File: src/hw/rtl/rdfd_pkg.sv
// ----------------------------------------------------------------------------
// Remote drive frame decoder package
// Shared constants, the result word type and the steering-to-duty map.
// ----------------------------------------------------------------------------
package rdfd_pkg;

    localparam int TEXT_DEPTH_DEF = 16;

    localparam logic [7:0] STEER_SLOT = 8'd35;
    localparam logic [7:0] MODE_RUN   = 8'h52;

    // Breakpoints of the steering map.
    localparam logic [7:0] STEER_LO_END   = 8'd115;
    localparam logic [7:0] STEER_HI_START = 8'd142;
    localparam logic [7:0] DUTY_MID       = 8'd191;

    // Division by 114, 115 and 100 is done by multiplication with a scaled
    // reciprocal and a shift of 22. For numerators below 2^15 the result is
    // exact, and the numerator's own constant factor is folded into the
    // reciprocal so that each branch needs a single multiplier.
    localparam int RECIP_SHIFT = 22;
    localparam logic [31:0] REC_114 = 32'd36793;
    localparam logic [31:0] REC_115 = 32'd36473;
    localparam logic [31:0] REC_100 = 32'd41944;

    localparam logic [31:0] L_LO_MUL  = 32'(191 * REC_114);
    localparam logic [31:0] L_HI_MUL  = 32'(64 * REC_114);
    localparam logic [31:0] L_HI_ADD  = 32'(12654 * REC_114);
    localparam logic [31:0] R_LO_MUL  = 32'(64 * REC_115);
    localparam logic [31:0] R_LO_BASE = 32'(29210 * REC_115);
    localparam logic [31:0] R_HI_MUL  = 32'(167 * REC_100);
    localparam logic [31:0] R_HI_BASE = 32'(42800 * REC_100);

    typedef struct packed {
        logic       running;
        logic       slot_rejected;
        logic       frame_accepted;
        logic [7:0] right_duty;
        logic [7:0] left_duty;
    } rdfd_result_t;

    function automatic logic [7:0] duty_left(input logic [7:0] d);
        logic [31:0] p;
        logic [7:0]  q;
        p = 32'd0;
        q = DUTY_MID;
        if (d < STEER_LO_END)
        begin
            p = 32'(d) * L_LO_MUL;
            q = p[RECIP_SHIFT +: 8];
        end
        else if (d >= STEER_HI_START)
        begin
            p = 32'(d) * L_HI_MUL + L_HI_ADD;
            q = p[RECIP_SHIFT +: 8];
        end
        return q;
    endfunction

    function automatic logic [7:0] duty_right(input logic [7:0] d);
        logic [31:0] p;
        logic [7:0]  q;
        p = 32'd0;
        q = DUTY_MID;
        if (d < STEER_LO_END)
        begin
            p = R_LO_BASE - 32'(d) * R_LO_MUL;
            q = p[RECIP_SHIFT +: 8];
        end
        else if (d >= STEER_HI_START)
        begin
            p = R_HI_BASE - 32'(d) * R_HI_MUL;
            q = p[RECIP_SHIFT +: 8];
        end
        return q;
    endfunction

endpackage

File: src/hw/rtl/remote_drive_frame_decoder_unit.sv
// ----------------------------------------------------------------------------
// Remote drive frame decoder
// Checks a sliding four-byte frame, updates steering and mode, maps duties.
// ----------------------------------------------------------------------------
// Each accepted input word's result is registered in the result register
// (or the skid register). Throughput: one word per cycle while the skid is empty;
// the frame check and the duty map are a single pass of logic in front of them.
// A two-entry output stage (result register and skid register) keeps
// s_tready independent of m_tready.
// Reset (rst_n, asynchronous): window, steering, mode and address clear to 0.
module remote_drive_frame_decoder_unit
    import rdfd_pkg::*;
#(
    parameter int TEXT_DEPTH = TEXT_DEPTH_DEF
)
(
    input  logic        clk,
    input  logic        rst_n,
    input  logic        cfg_valid,
    output logic        cfg_ready,
    input  logic [7:0]  cfg_data,     // station_address
    input  logic        s_tvalid,
    output logic        s_tready,
    input  logic [7:0]  s_tdata,      // rx_byte
    output logic        m_tvalid,
    input  logic        m_tready,
    output logic [15:0] m_tdata,      // left_duty [7:0], right_duty [15:8]
    output logic [2:0]  m_tuser       // frame_accepted, slot_rejected, running
);

    logic [23:0]  window_reg;
    logic [7:0]   steer_reg;
    logic [7:0]   steer_next;
    logic [7:0]   text0_reg;
    logic [7:0]   text0_next;
    logic [7:0]   mode_reg;
    logic [7:0]   mode_next;
    logic [7:0]   station_reg;

    logic         out_valid_reg;
    rdfd_result_t out_reg;
    logic         skid_valid_reg;
    rdfd_result_t skid_reg;

    logic         in_fire;
    logic [7:0]   addr_b;
    logic [7:0]   slot_b;
    logic [7:0]   val_b;
    logic [7:0]   sum_b;
    logic         frame_ok;
    logic         slot_text;
    logic         run_next;
    rdfd_result_t result;

    assign cfg_ready = 1'b1;
    assign s_tready  = !skid_valid_reg;
    assign in_fire   = s_tvalid && s_tready;

    assign addr_b = window_reg[23:16];
    assign slot_b = window_reg[15:8];
    assign val_b  = window_reg[7:0];
    assign sum_b  = addr_b + slot_b + val_b;

    assign frame_ok  = (s_tdata == sum_b) && (addr_b == station_reg);
    assign slot_text = slot_b < 8'(TEXT_DEPTH);

    // Only the first text entry is ever read back (as the mode character),
    // so it is the only entry held; the depth still decides which slots
    // are valid text writes.
    always_comb
    begin
        steer_next = steer_reg;
        text0_next = text0_reg;
        mode_next  = mode_reg;
        if (frame_ok && slot_b != STEER_SLOT && slot_text)
        begin
            if (slot_b == 8'd0)
            begin
                text0_next = val_b;
            end
            if (val_b == 8'd0)
            begin
                mode_next = text0_next;
            end
        end
        else if (frame_ok && slot_b == STEER_SLOT)
        begin
            steer_next = val_b;
        end
    end

    assign run_next = (mode_next == MODE_RUN);

    always_comb
    begin
        result.running        = run_next;
        result.frame_accepted = frame_ok;
        result.slot_rejected  = frame_ok && slot_b != STEER_SLOT && !slot_text;
        result.left_duty      = run_next ? duty_left(steer_next)  : 8'd0;
        result.right_duty     = run_next ? duty_right(steer_next) : 8'd0;
    end

    always_ff @(posedge clk or negedge rst_n)
    begin
        if (!rst_n)
        begin
            window_reg  <= 24'd0;
            steer_reg   <= 8'd0;
            text0_reg   <= 8'd0;
            mode_reg    <= 8'd0;
            station_reg <= 8'd0;
        end
        else
        begin
            if (cfg_valid && cfg_ready)
            begin
                station_reg <= cfg_data;
            end
            if (in_fire)
            begin
                window_reg <= {window_reg[15:0], s_tdata};
                steer_reg  <= steer_next;
                text0_reg  <= text0_next;
                mode_reg   <= mode_next;
            end
        end
    end

    always_ff @(posedge clk or negedge rst_n)
    begin
        if (!rst_n)
        begin
            out_valid_reg  <= 1'b0;
            skid_valid_reg <= 1'b0;
        end
        else if (!out_valid_reg || m_tready)
        begin
            if (skid_valid_reg)
            begin
                out_valid_reg  <= 1'b1;
                skid_valid_reg <= 1'b0;
            end
            else
            begin
                out_valid_reg <= in_fire;
            end
        end
        else if (in_fire)
        begin
            skid_valid_reg <= 1'b1;
        end
    end

    always_ff @(posedge clk)
    begin
        if (!out_valid_reg || m_tready)
        begin
            if (skid_valid_reg)
            begin
                out_reg <= skid_reg;
            end
            else if (in_fire)
            begin
                out_reg <= result;
            end
        end
        else if (in_fire)
        begin
            skid_reg <= result;
        end
    end

    assign m_tvalid = out_valid_reg;
    assign m_tdata  = {out_reg.right_duty, out_reg.left_duty};
    assign m_tuser  = {out_reg.running, out_reg.slot_rejected, out_reg.frame_accepted};

endmodule
File: config.mk
export PLATFORM = sky130hd
export DESIGN_NAME = remote_drive_frame_decoder_unit
export DESIGN_NICKNAME = d
export VERILOG_FILES = /design/src/hw/rtl/rdfd_pkg.sv /design/src/hw/rtl/remote_drive_frame_decoder_unit.sv
export SDC_FILE = /design/constraint.sdc
export NUM_CORES = 1
export LEC_CHECK = 0
export BUFFER_PORTS_ARGS = -buffer_cell sky130_fd_sc_hd__buf_4
export CORE_MARGIN = 2
export CORE_UTILIZATION = 60
export CTS_BUF_LIST = sky130_fd_sc_hd__clkbuf_16
export CTS_CLUSTER_SIZE = 16
export DETAILED_ROUTE_END_ITERATION = 7
export PLACE_DENSITY = 0.84
export SYNTH_ARGS = -nofsm -noshare
export SYNTH_HDL_FRONTEND = slang
export SYNTH_SLANG_ARGS = --single-unit
File: constraint.sdc
create_clock -name clk -period 22.3 [get_ports clk]
set_clock_uncertainty 0.05 [all_clocks]
set_input_delay 2.23 -clock clk [delete_from_list [all_inputs] [get_ports clk]]
set_output_delay 2.23 -clock clk [all_outputs]
set_load 0.01 [all_outputs]
==> impl_metrics.py <==
metrics = {
    "setup_path": {
        "path_depth": 27,
        "worstSetupStartpointType": "register",
        "worst-setup-path-type": "reg2reg",
        "required_ns": 22.35,
        "arrival_ns": 10.54,
        "cp_slowest_cell": "fa_1",
        "cpLargestDelayFamily": "adder cells",
        "path_buf_inv": 3,
        "max_stage_delay_ns": 0.80,
        "r2r_slack_ns": 11.80,
        "crit_path_end_kind": "register",
        "crit_path_frequent_cell": "fa_1",
        "cp_max_fo": 11,
        "reg2reg_depth": 27,
    },
    "placed_design": {
        "port_buffers": 41,
        "place_ws_ns": 11.76,
        "place_area_um2": 14550,
        "gp_congestion": 0.9971,
        "post-dp-hpwl_um": 29930,
    },
    "detailed_routing": {
        "viasPerCell": 6.348,
        "drtIter0Drc": 925,
        "detail-route-antenna-nets": 0,
        "dr_total_vias": 11330,
        "routed_wirelength_um": 37320,
        "post_drt_wl_per_cell_um": 20.92,
        "route.detailed.drc": 0,
        "first_pass_iters": 7,
    },
    "die": {
        "die_w_um": 156.5,
        "core.rowCount": 55,
        "ios": 43,
        "coreArea_um2": 22710,
        "start_util": 0.6141,
        "die_area_um2": 24480,
        "die_h_um": 156.5,
    },
    "power": {
        "finalPower_uw": 587.2,
        "p_leak_nw": 7.707,
        "power_density_nw_per_um2": 39.52,
        "ir_drop_mv": 0.05295,
        "net-switching-power_uw": 217.2,
        "p_int_uw": 369.9,
        "pwr-share-comb": 0.345,
        "swShare": 0.3700,
        "p_clk_frac": 0.273,
        "power_frac_seq": 0.382,
    },
    "clock_tree": {
        "cts_made_buffers": 9,
        "clk_latency_ns": 0.36,
        "cts_resized": 0,
        "clk_pin_slew_ns": 0.08,
        "cts_tree": "built",
        "clk_root_buffer_cell": "clkbuf_16",
        "hold_buffers": 0,
        "post_cts_buffers": 0,
        "clkSinkCount": 96,
        "clk_path_buf_depth": 2,
        "h-tree-depth": 3,
    },
    "min_path": {
        "hold_path_depth": 2,
        "worstHoldPathType": "reg2reg",
    },
    "cells_and_area": {
        "design_area_um2": 14860,
        "drive_gt1_frac": 0.1107,
        "insertedDiodeCount": 0,
        "fin_util": 0.6543,
        "nets": 1838,
        "area_delta_synth_final_pct": 6.550,
        "largest_register_ffs": 24,
        "n_fill_cell": 1755,
    },
    "global_route": {
        "gr-total-overflow": 0,
        "first_global_vias": 11310,
        "grt_first_pass_wirelength_um": 59040,
        "antenna_found_initial": 0,
        "track_usage": 0.3135,
        "grt_max_degree": 59,
    },
    "synthesis": {
        "synth_fp_nets": 1804,
        "synth_warnings": 0,
        "synth_edf_count": 38,
        "yosysUniqueCellTypes": 100,
        "postSynthAreaPerCell_um2": 9.552,
        "synth_area_um2": 13950,
        "ys_ff_latch": 96,
        "synth-main-ff-cell": "dfrtp_1",
        "synth_cells": 1460,
        "synth-seq-area-share": 0.1859,
        "async_flop_share": 0.6042,
    },
    "timing": {
        "final.setup.tns_ns": 0,
        "timing.slew.headroom": 0.3775,
        "max_freq_ghz": 0.09527,
        "finalSetupViolCount": 0,
        "worst_pin_slew_ns": 0.9338,
        "min_period_ns": 10.50,
        "layout_setup_ws_ns": 11.80,
        "hold_violations": 0,
        "finalCritPeriodShare": 0.4707,
        "maxSlewViolCount": 0,
        "rsz0062_at_grt": "no",
    },
    "job": {
        "maxCapViolCount": 0,
    },
    "run_status": {
        "status": "complete, no violations",
    },
}
[power groups by stage]
stage | Combinational (mW) | Clock (mW) | Sequential, mW
final | 0.202 | 0.160 | 0.225
after detailed placement | 0.196 | 0 | 0.227
after CTS | 0.200 | 0.161 | 0.224
after floorplan | 0.157 | 0 | 0.219
after global routing | 0.220 | 0.168 | 0.227
after global placement | 0.189 | 0 | 0.226
[metrics by stage]
stage / cells / hold WS (ns)
after CTS: 1784 / 0.4385
after floorplan: 1460 / 0.3913
final: 1784 / 0.4316
after global placement: 1768 / 0.4091
after detailed placement: 1768 / 0.4201
after global routing: 1784 / 0.4482
[cells in the mapped netlist (4+ instances only)]
library cell,n,area share
inv_1,221,0.059
ha_1,192,0.17
fa_1,131,0.19
nand2_1,88,0.024
nor2_1,76,0.020
a21oi_1,67,0.024
o21ai_0,67,0.024
dfrtp_1,58,0.10
mux2_2,45,0.036
xnor2_1,43,0.027
edfxtp_1,38,0.082
nand3_1,30,0.011
nor3_1,30,0.011
a21o_1,22,0.012
mux2i_1,22,0.016
xor2_1,21,0.013
a211oi_1,17,0.0092
clkbuf_1,16,0.0043
o211ai_1,16,0.0086
o31ai_1,16,0.0086
and3_1,13,0.0058
nand2b_1,12,0.0054
nand4_1,11,0.0049
o21ai_1,11,0.0039
or3_1,11,0.0049
nor3b_1,10,0.0054
a211o_1,8,0.0050
and2_1,8,0.0036
nor2b_1,8,0.0036
or2_2,8,0.0036
a31oi_1,7,0.0031
a211oi_2,6,0.0054
nor4_1,6,0.0027
o21a_1,6,0.0032
buf_4,5,0.0027
buf_2,4,0.0014
nand3b_1,4,0.0022
o2111ai_1,4,0.0025
o21bai_1,4,0.0022
[layer usage]
layer | wire length [um] | up-vias | global-route usage | share of wire
met4 | 1516 | 0 | 0.1118 | 0.041
met1 | 15380 | 5504 | 0.4099 | 0.41
met2 | 16980 | 537 | 0.5062 | 0.45
met3 | 3449 | 107 | 0.08086 | 0.092
met5 | 0 | - | 0 | 0
li1 | - | 5177 | - | -
[worst min-delay path, cell delays in order (launching register included)]
cell     delay, ns
dfrtp_1       0.35
nand2_1       0.05
o21ai_0       0.06
[final timing paths]
check	startpoint	end
max in group asynchronous	rst_n	window_reg[10]
worst min register to register	mode_reg[1]	mode_reg[1]
worst max register to register	window_reg[1]	m_tdata[15]
worst min-delay path	mode_reg[1]	mode_reg[1]
worst max-delay path	window_reg[1]	m_tdata[15]
min in group asynchronous	rst_n	text0_reg[1]
[area by class of cell]
type | count | area (um^2) | share of cell area
clock buffer | 9 | 225.2 | 0.01516
clock inverter | 7 | 81.33 | 0.005473
inverter | 223 | 842.1 | 0.05667
multi-input combinational | 1114 | 10390 | 0.6990
sequential | 96 | 2592 | 0.1745
tap | 285 | 356.6 | 0.02400
timing repair buffer | 50 | 375.4 | 0.02526
[placed cells by master, fill, tap and decap left out, drive strengths merged, types with 10 or more instances in the layout]
cell type | netlist | routed
ha | 192 | 192
nand2 | 91 | 91
nand3 | 30 | 30
or3 | 11 | 11
dfrtp | 58 | 58
buf | 11 | 50
mux2 | 46 | 46
o31ai | 18 | 18
o21ai | 79 | 79
nand4 | 12 | 12
xor2 | 23 | 23
nor3b | 10 | 10
xnor2 | 46 | 46
inv | 222 | 226
a21o | 22 | 22
edfxtp | 38 | 38
nor3 | 33 | 33
a21oi | 69 | 69
mux2i | 22 | 22
fa | 131 | 131
a211oi | 26 | 26
and3 | 13 | 13
nand2b | 12 | 12
o211ai | 16 | 16
nor2 | 76 | 76
[cell families (layout without fill, tap and decap cells)]
family	after synthesis	in the layout	synth area share
AOI/OAI and AO/OA	311	311	0.1580
xor gates and xnor gates	70	70	0.04764
adders and majority gates	323	323	0.3603
buffers and inverters	250	289	0.06935
DFF	96	96	0.1859
muxes	68	68	0.05320
other	1	1	0.0002689
and+or+nand+nor	341	341	0.1253
Note: power is estimated with default switching activity, not from simulation.
